$ cat config.mk
export PLATFORM = sky130hd
export DESIGN_NAME = rau_ctrl
export DESIGN_NICKNAME = d
export VERILOG_FILES = /design/src/hw/rtl/rau_pkg.sv /design/src/hw/rtl/rau_ctrl.sv
export SDC_FILE = /design/constraint.sdc
export NUM_CORES = 1
export LEC_CHECK = 0
export BUFFER_PORTS_ARGS = -buffer_cell sky130_fd_sc_hd__buf_2
export CORE_AREA = 2 2 52 54
export DETAILED_ROUTE_END_ITERATION = 8
export DIE_AREA = 0 0 54 56
export PLACE_DENSITY = 0.8
export SETUP_SLACK_MARGIN = 0.5
export SLEW_MARGIN = 20
export SYNTH_ARGS = -nofsm -noshare
export SYNTH_HDL_FRONTEND = slang
export SYNTH_SLANG_ARGS = --single-unit
$ cat constraint.sdc
create_clock -name clk -period 2.7 [get_ports clk]
set_clock_uncertainty 0.05 [all_clocks]
set_input_delay 0.675 -clock clk [delete_from_list [all_inputs] [get_ports clk]]
set_output_delay 0.675 -clock clk [all_outputs]
set_load 0.02 [all_outputs]
$ cat src/hw/rtl/rau_pkg.sv
package rau_pkg;

  localparam int IO_WIDTH  = 32;
  localparam int DEN_WIDTH = 31;

  localparam logic [2:0] OP_ADD  = 3'd0;
  localparam logic [2:0] OP_SUB  = 3'd1;
  localparam logic [2:0] OP_MUL  = 3'd2;
  localparam logic [2:0] OP_DIV  = 3'd3;
  localparam logic [2:0] OP_NORM = 3'd4;
  localparam logic [2:0] OP_EQ   = 3'd5;

  localparam logic [1:0] ST_OK       = 2'd0;
  localparam logic [1:0] ST_ZERO_DEN = 2'd1;
  localparam logic [1:0] ST_OVERFLOW = 2'd2;

  typedef enum logic [3:0] {
    ACT_NONE, ACT_LOAD, ACT_SEL, ACT_GCD_INIT, ACT_GCD_STEP, ACT_DIV_N, ACT_DIV_D,
    ACT_DIV_STEP, ACT_STORE, ACT_MUL_P, ACT_MUL_Q, ACT_MUL_D, ACT_COMBINE, ACT_OUT
  } act_t;

  typedef enum logic [1:0] {TGT_A, TGT_B, TGT_R} tgt_t;

  typedef enum logic [1:0] {FIN_NOP, FIN_ZERO, FIN_EQ, FIN_OK} fin_t;

  typedef struct packed {
    act_t act;
    tgt_t tgt;
    fin_t fin;
  } cmd_t;

  typedef struct packed {
    logic [2:0] op;
    logic       rd_zero;
    logic       gcd_done;
    logic       div_done;
  } stat_t;

endpackage

$ cat src/hw/rtl/rau_ctrl.sv
module rau_ctrl (
  input  logic           clk,
  input  logic           rst_n,
  input  logic           in_valid,
  output logic           in_stall,
  output logic           out_valid,
  input  logic           out_stall,
  input  rau_pkg::stat_t stat,
  output rau_pkg::cmd_t  cmd
);

  typedef enum logic [12:0] {
    S_IDLE  = 13'b0000000000001,
    S_CHECK = 13'b0000000000010,
    S_SEL   = 13'b0000000000100,
    S_CHKZ  = 13'b0000000001000,
    S_GCD   = 13'b0000000010000,
    S_DIVN  = 13'b0000000100000,
    S_DIVD  = 13'b0000001000000,
    S_MULP  = 13'b0000010000000,
    S_MULQ  = 13'b0000100000000,
    S_MULD  = 13'b0001000000000,
    S_COMB  = 13'b0010000000000,
    S_FIN   = 13'b0100000000000,
    S_OUT   = 13'b1000000000000
  } state_t;

  state_t          state_r, state_nxt;
  rau_pkg::tgt_t   tgt_r, tgt_nxt;
  rau_pkg::fin_t   fin_r, fin_nxt;

  always_comb begin
    state_nxt = state_r;
    tgt_nxt   = tgt_r;
    fin_nxt   = fin_r;
    cmd.act   = rau_pkg::ACT_NONE;
    cmd.tgt   = tgt_r;
    cmd.fin   = fin_r;
    in_stall  = 1'b1;
    out_valid = 1'b0;
    unique case (state_r)
      S_IDLE: begin
        in_stall = 1'b0;
        if (in_valid) begin
          cmd.act   = rau_pkg::ACT_LOAD;
          state_nxt = S_CHECK;
        end
      end
      S_CHECK: begin
        if (stat.op > rau_pkg::OP_EQ) begin
          fin_nxt   = rau_pkg::FIN_NOP;
          state_nxt = S_FIN;
        end else begin
          tgt_nxt   = rau_pkg::TGT_A;
          state_nxt = S_SEL;
        end
      end
      S_SEL: begin
        cmd.act   = rau_pkg::ACT_SEL;
        state_nxt = S_CHKZ;
      end
      S_CHKZ: begin
        if (stat.rd_zero) begin
          fin_nxt   = rau_pkg::FIN_ZERO;
          state_nxt = S_FIN;
        end else begin
          cmd.act   = rau_pkg::ACT_GCD_INIT;
          state_nxt = S_GCD;
        end
      end
      S_GCD: begin
        if (stat.gcd_done) begin
          cmd.act   = rau_pkg::ACT_DIV_N;
          state_nxt = S_DIVN;
        end else begin
          cmd.act = rau_pkg::ACT_GCD_STEP;
        end
      end
      S_DIVN: begin
        if (stat.div_done) begin
          cmd.act   = rau_pkg::ACT_DIV_D;
          state_nxt = S_DIVD;
        end else begin
          cmd.act = rau_pkg::ACT_DIV_STEP;
        end
      end
      S_DIVD: begin
        if (stat.div_done) begin
          cmd.act = rau_pkg::ACT_STORE;
          case (tgt_r)
            rau_pkg::TGT_A: begin
              if (stat.op == rau_pkg::OP_NORM) begin
                fin_nxt   = rau_pkg::FIN_OK;
                state_nxt = S_FIN;
              end else begin
                tgt_nxt   = rau_pkg::TGT_B;
                state_nxt = S_SEL;
              end
            end
            rau_pkg::TGT_B: begin
              if (stat.op == rau_pkg::OP_EQ) begin
                fin_nxt   = rau_pkg::FIN_EQ;
                state_nxt = S_FIN;
              end else begin
                state_nxt = S_MULP;
              end
            end
            default: begin
              fin_nxt   = rau_pkg::FIN_OK;
              state_nxt = S_FIN;
            end
          endcase
        end else begin
          cmd.act = rau_pkg::ACT_DIV_STEP;
        end
      end
      S_MULP: begin
        cmd.act   = rau_pkg::ACT_MUL_P;
        state_nxt = S_MULQ;
      end
      S_MULQ: begin
        cmd.act   = rau_pkg::ACT_MUL_Q;
        state_nxt = S_MULD;
      end
      S_MULD: begin
        cmd.act   = rau_pkg::ACT_MUL_D;
        state_nxt = S_COMB;
      end
      S_COMB: begin
        cmd.act   = rau_pkg::ACT_COMBINE;
        tgt_nxt   = rau_pkg::TGT_R;
        state_nxt = S_CHKZ;
      end
      S_FIN: begin
        cmd.act   = rau_pkg::ACT_OUT;
        state_nxt = S_OUT;
      end
      S_OUT: begin
        out_valid = 1'b1;
        if (!out_stall) begin
          state_nxt = S_IDLE;
        end
      end
      default: state_nxt = S_IDLE;
    endcase
  end

  always_ff @(posedge clk) begin
    if (!rst_n) begin
      state_r <= S_IDLE;
      tgt_r   <= rau_pkg::TGT_A;
      fin_r   <= rau_pkg::FIN_NOP;
    end else begin
      state_r <= state_nxt;
      tgt_r   <= tgt_nxt;
      fin_r   <= fin_nxt;
    end
  end

endmodule

Word-level counts from Yosys, hierarchy flattened:

Cells that the tools add are included.
W data, S select, Z words.

* bits in registers: 17
* bits of input ports: 10
* output and inout port bits: 10
* logic and storage cells: 70

* $lt $le $gt $ge: 1
* eq/ne operators: 28
* mux-type cells: 31
* reduce and logical (&&, ||, !) cells: 7

Operators by type and width (count)
* $pmux W13 S12: 1
* $mux W13: 5
* $mux W12: 4
* $pmux W4 S11: 1
* $pmux W13 S2: 1
* $mux W2: 10
* $ne A2 B2 Y1 const B: 9
* $eq A13 B1 Y1 const B: 1
* $eq A13 B10 Y1 const B: 1
* $eq A13 B11 Y1 const B: 1
* $eq A13 B12 Y1 const B: 1
* $eq A13 B13 Y1 const B: 1
* $eq A13 B2 Y1 const B: 1
* $eq A13 B3 Y1 const B: 1
* $eq A13 B4 Y1 const B: 1
* $eq A13 B5 Y1 const B: 1
* $eq A13 B6 Y1 const B: 1
* $eq A13 B7 Y1 const B: 1
* $eq A13 B8 Y1 const B: 1
* $eq A13 B9 Y1 const B: 1
* $pmux W2 S3: 2
* $reduce_and A5 Y1: 2
* $eq A3 B3 Y1 const B: 2
* $ne A3 B3 Y1 const B: 2
* 10 further kinds: 15

Longest topological paths before layout:

* depth in word-level cells: 5
* mapped depth: 6
* depth with buffers taken out: 5

Worst setup path after synthesis:

Ideal clock, no wire load.

* path type: register to output
* start point: reg state_r[11]
* end point: out cmd[5] (netlist name)
* arrival time: 2.022 ns
* required time: 1.975 ns
* path slack: -0.047 ns
* cell stages (with the launch flop): 6
* path buffers: 1
* path through: dfxtp_1 > buf_6 > or3_4 > or3_4 > or4b_2 > o2111ai_1

RTL lines
* start, declared: line rau_ctrl.sv:28 `state_t state_r, state_nxt;`
* start signal, assigned: line rau_ctrl.sv:154 `state_r <= state_nxt;`
* end, declared: line rau_ctrl.sv:9 `output rau_pkg::cmd_t cmd`

==> summary.md <==
| Metric | Value |
|---|---|
| Status | `finished with violations` |
| Failing checks | `negative setup slack` |
| DP Worst Slack | `~0.12 ns` |
| Vias per cell | `6.45` |
| Pin count of the biggest net entering global routing | `11` |
| Diodes inserted | `0` |
| Fmax | `350 MHz` |
| WHS Endpoint | `state_r[9]` |
| Net Switching | `280 uW` |
| Max-slew violations | `0` |
| Sequential Power Share | `0.384` |
| #FFs+latches synth | `17` |
| Internal power | `451 uW` |
| Final ANT Viol Nets | `0` |
| Total GRT Usage | `0.273` |
| CP max-delay cell | `or4b_4` |
| RSZ-0062 raised after global routing | `yes` |
| FF-to-FF Start | `state_r[10]` |
| Least-Margin Pin Slew | `0.623 ns` |
| P&R area growth vs syn | `35.4%` |
| Post-synth cell types | `43` |
| Clock buffer depth | `2` |
| Initial antenna violation count | `0` |
| Die area | `3020 um^2` |
| Rows | `18` |
| Slowest stage delay, CP | `0.51 ns` |
| Grt total ovfl | `0` |
| Most common cell after layout, fill and taps aside | `buf_4` |
| Hold Crit Start | `state_r[9]` |
| WS Path Type | `flop to primary output` |
| Fill cells | `a little under 200` |
| Crit path DAT | `2.13 ns` |
| Synth Cell Area | `1190 um^2` |
| Core area | `around 2400 um^2` |
| Crit-path cells | `or3_4, or3_4, or4b_4, o2111ai_2, buf_6` |
| Combinational power share | `0.411` |
| Share of layout cells above drive strength 1 | `0.394` |
| Syn_nets | `between 150 and 200` |
| Synth top area cells | `dfxtp_1 29%, nand3_1 4.6%, nor3_1 4.2%, a21oi_1 3.8%, nand2b_1 3.2%` |
| Clock-pin transition on the worst setup and hold timing paths | `around 0.11 ns` |
| Top cell type's share of synthesized area | `0.286` |
| DRT Pass-1 Iters | `4` |
| Finish-stage setup viols | `4` |
| First-pass GRT wire length | `between 6 and 7 mm` |
| # clock sinks | `17` |
| Most frequent cells in the layout | `20 x buf_4, 15 x buf_2, 11 x dfxtp_1` |
| Power Density | `454 nW/um^2` |
| Mapped Cells | `152` |
| CP dominant cell by count | `or3_4` |
| Worst Path Max Fanout | `3` |
| Fin util | `0.662` |
| Sequential share of the synthesized area | `0.286` |
| DRC | `0` |
| Final WS setup | `-0.160 ns` |
| Delay-heaviest family, CP | `simple AND/OR/NAND/NOR gates` |
| Hold depth | `1` |
| Cell taking the most area after synthesis | `dfxtp_1` |
| Ys async rst share | `0` |
| Leak pwr | `approximately 0.64 nW` |
| YS warnings | `0` |
| Crit Reg-Reg Endpoint | `fin_r[1]` |
| Die width | `54 um` |
| Initial Util | `0.489` |
| Rel. slew slack | `0.579` |
| FF-to-FF path depth | `7` |
| Tcrit/Tclk final | `1.06` |
| WL final | `between 3 and 4 mm` |
| Num CTS Buffers | `3` |
| Hold slack | `between 0.4 and 0.5 ns` |
| GP Congestion | `0.947` |
| DRT iter0 DRCs | `78` |
| Hpwl dp | `2.84 mm` |
| Vias | `1406` |
| Hold Fails Final Rpt | `0` |
| Port bufs | `19` |
| Period minus WS final | `2.86 ns` |
| Final #Nets | `slightly below 200` |
| Avg Inst Size Synth | `between 7 and 8 um^2` |
| EDFF count, synth | `0` |
| Multi-input logic area | `approximately 900 um^2` |
| Clock root buffer | `clkbuf_4` |
| Worst ir drop on vdd | `around 0.44 mV` |
| Number of I/O pins | `20` |
| Die Ht | `56 um` |
| Crit end category | `primary output` |
| Max-cap viol count | `0` |
| Hold buffers post-CTS | `0` |
| CP Buf/Inv Count | `1` |
| Worst-Skew Late Latency | `0.31 ns` |
| Routed len/inst | `18.0 um` |
| CTS tree | `done` |
| Clock power share | `0.205` |
| Hold crit path type | `flop to flop` |
| Switching Share | `0.383` |
| Main flop type after synthesis | `dfxtp_1` |
| Startpoint Class | `flop` |
| Flop2flop setup slack | `between 0.3 and 0.4 ns` |
| CP required | `1.98 ns` |
| Total number of H-tree levels | `1` |
| Sequential cell area | `350 um^2` |
| Vias in the first global route | `1352` |
==> logic make-up (layout without fill, tap and decap cells) <==
family | count (synthesis) | in the layout | synth area share
flip-flops | 17 | 17 | 0.286
buffers and inverters | 13 | 49 | 0.0495
AND/OR/NAND/NOR | 83 | 83 | 0.431
AO/OA/AOI/OAI | 35 | 35 | 0.204
XOR/XNOR | 4 | 4 | 0.0295
==> cell type report <==
cell class                      instances  area share
Clock buffer                            3      0.0140
Clock inverter                          1     0.00311
Inverter                                6      0.0140
Multi-Input combinational cell        122       0.560
Sequential cell                        17       0.218
Tap cell                               30      0.0233
Timing Repair Buffer                   39       0.168
==> cell usage after synthesis (6+ instances only) <==
cell type / n
nor2_1: 9
dfxtp_1: 17
inv_1: 6
nand3_1: 11
nand2_1: 7
a21oi_1: 9
nor3_1: 10
nand2b_1: 6
==> power groups by stage <==
stage | Sequential (mW) | Clock [mW] | Combinational, mW
2_1_floorplan | 0.280 | 0 | 0.167
3_3_place_gp | 0.281 | 0 | 0.248
3_5_place_dp | 0.284 | 0 | 0.248
4_1_cts | 0.278 | 0.147 | 0.262
5_1_grt | 0.282 | 0.154 | 0.318
6_report | 0.280 | 0.150 | 0.301
==> worst reg2reg max path, stage by stage, from the launching register on <==
cell	delay [ns]
dfxtp_2	0.34
or3_4	0.38
or3_4	0.35
buf_4	0.15
buf_6	0.12
or2_4	0.25
or4_4	0.52
a21oi_2	0.13
==> flip-flops by register name, indices dropped and copies added, names as in the netlist <==
signal,flops
state_r,13
fin_r,2
tgt_r,2
==> worst max-delay path by stage <==
| stage | to | start | slack [ns] | cells past startpoint |
|---|---|---|---|---|
| 4_1_cts | cmd[5] | state_r[10] | -0.16 | 5 |
| 6_report | cmd[5] | state_r[10] | -0.16 | 5 |
| 2_1_floorplan | cmd[4] | state_r[11] | 0.14 | 5 |
| 3_3_place_gp | cmd[5] | state_r[10] | 0.14 | 5 |
| 3_5_place_dp | cmd[5] | state_r[10] | 0.12 | 5 |
| 5_1_grt | cmd[5] | state_r[10] | -0.19 | 5 |
==> routing by layer <==
metal	GRT usage	wire, um
met5	0	0
met4	0.136	141
met2	0.436	1830
met3	0.0403	355
met1	0.348	1590
==> stage by stage <==
step                      area [um^2]  power, mW  cells  TNS (ns)
after floorplan                  1210      0.447    152         0
final                            1610      0.731    218    -0.416
after detailed placement         1420      0.532    209         0
after global placement           1420      0.529    209         0
after global routing             1610      0.755    218    -0.606
after CTS                        1500      0.687    216    -0.510
==> what timing repair did <==
action	4_1_cts	5_1_grt
setup buffers	3	2
endpoints found under the setup margin	7	11
gates resized for setup	10	25
gates cloned	0	0
pin swaps	3	4
No activity file was read; power rests on OpenSTA's default activity.
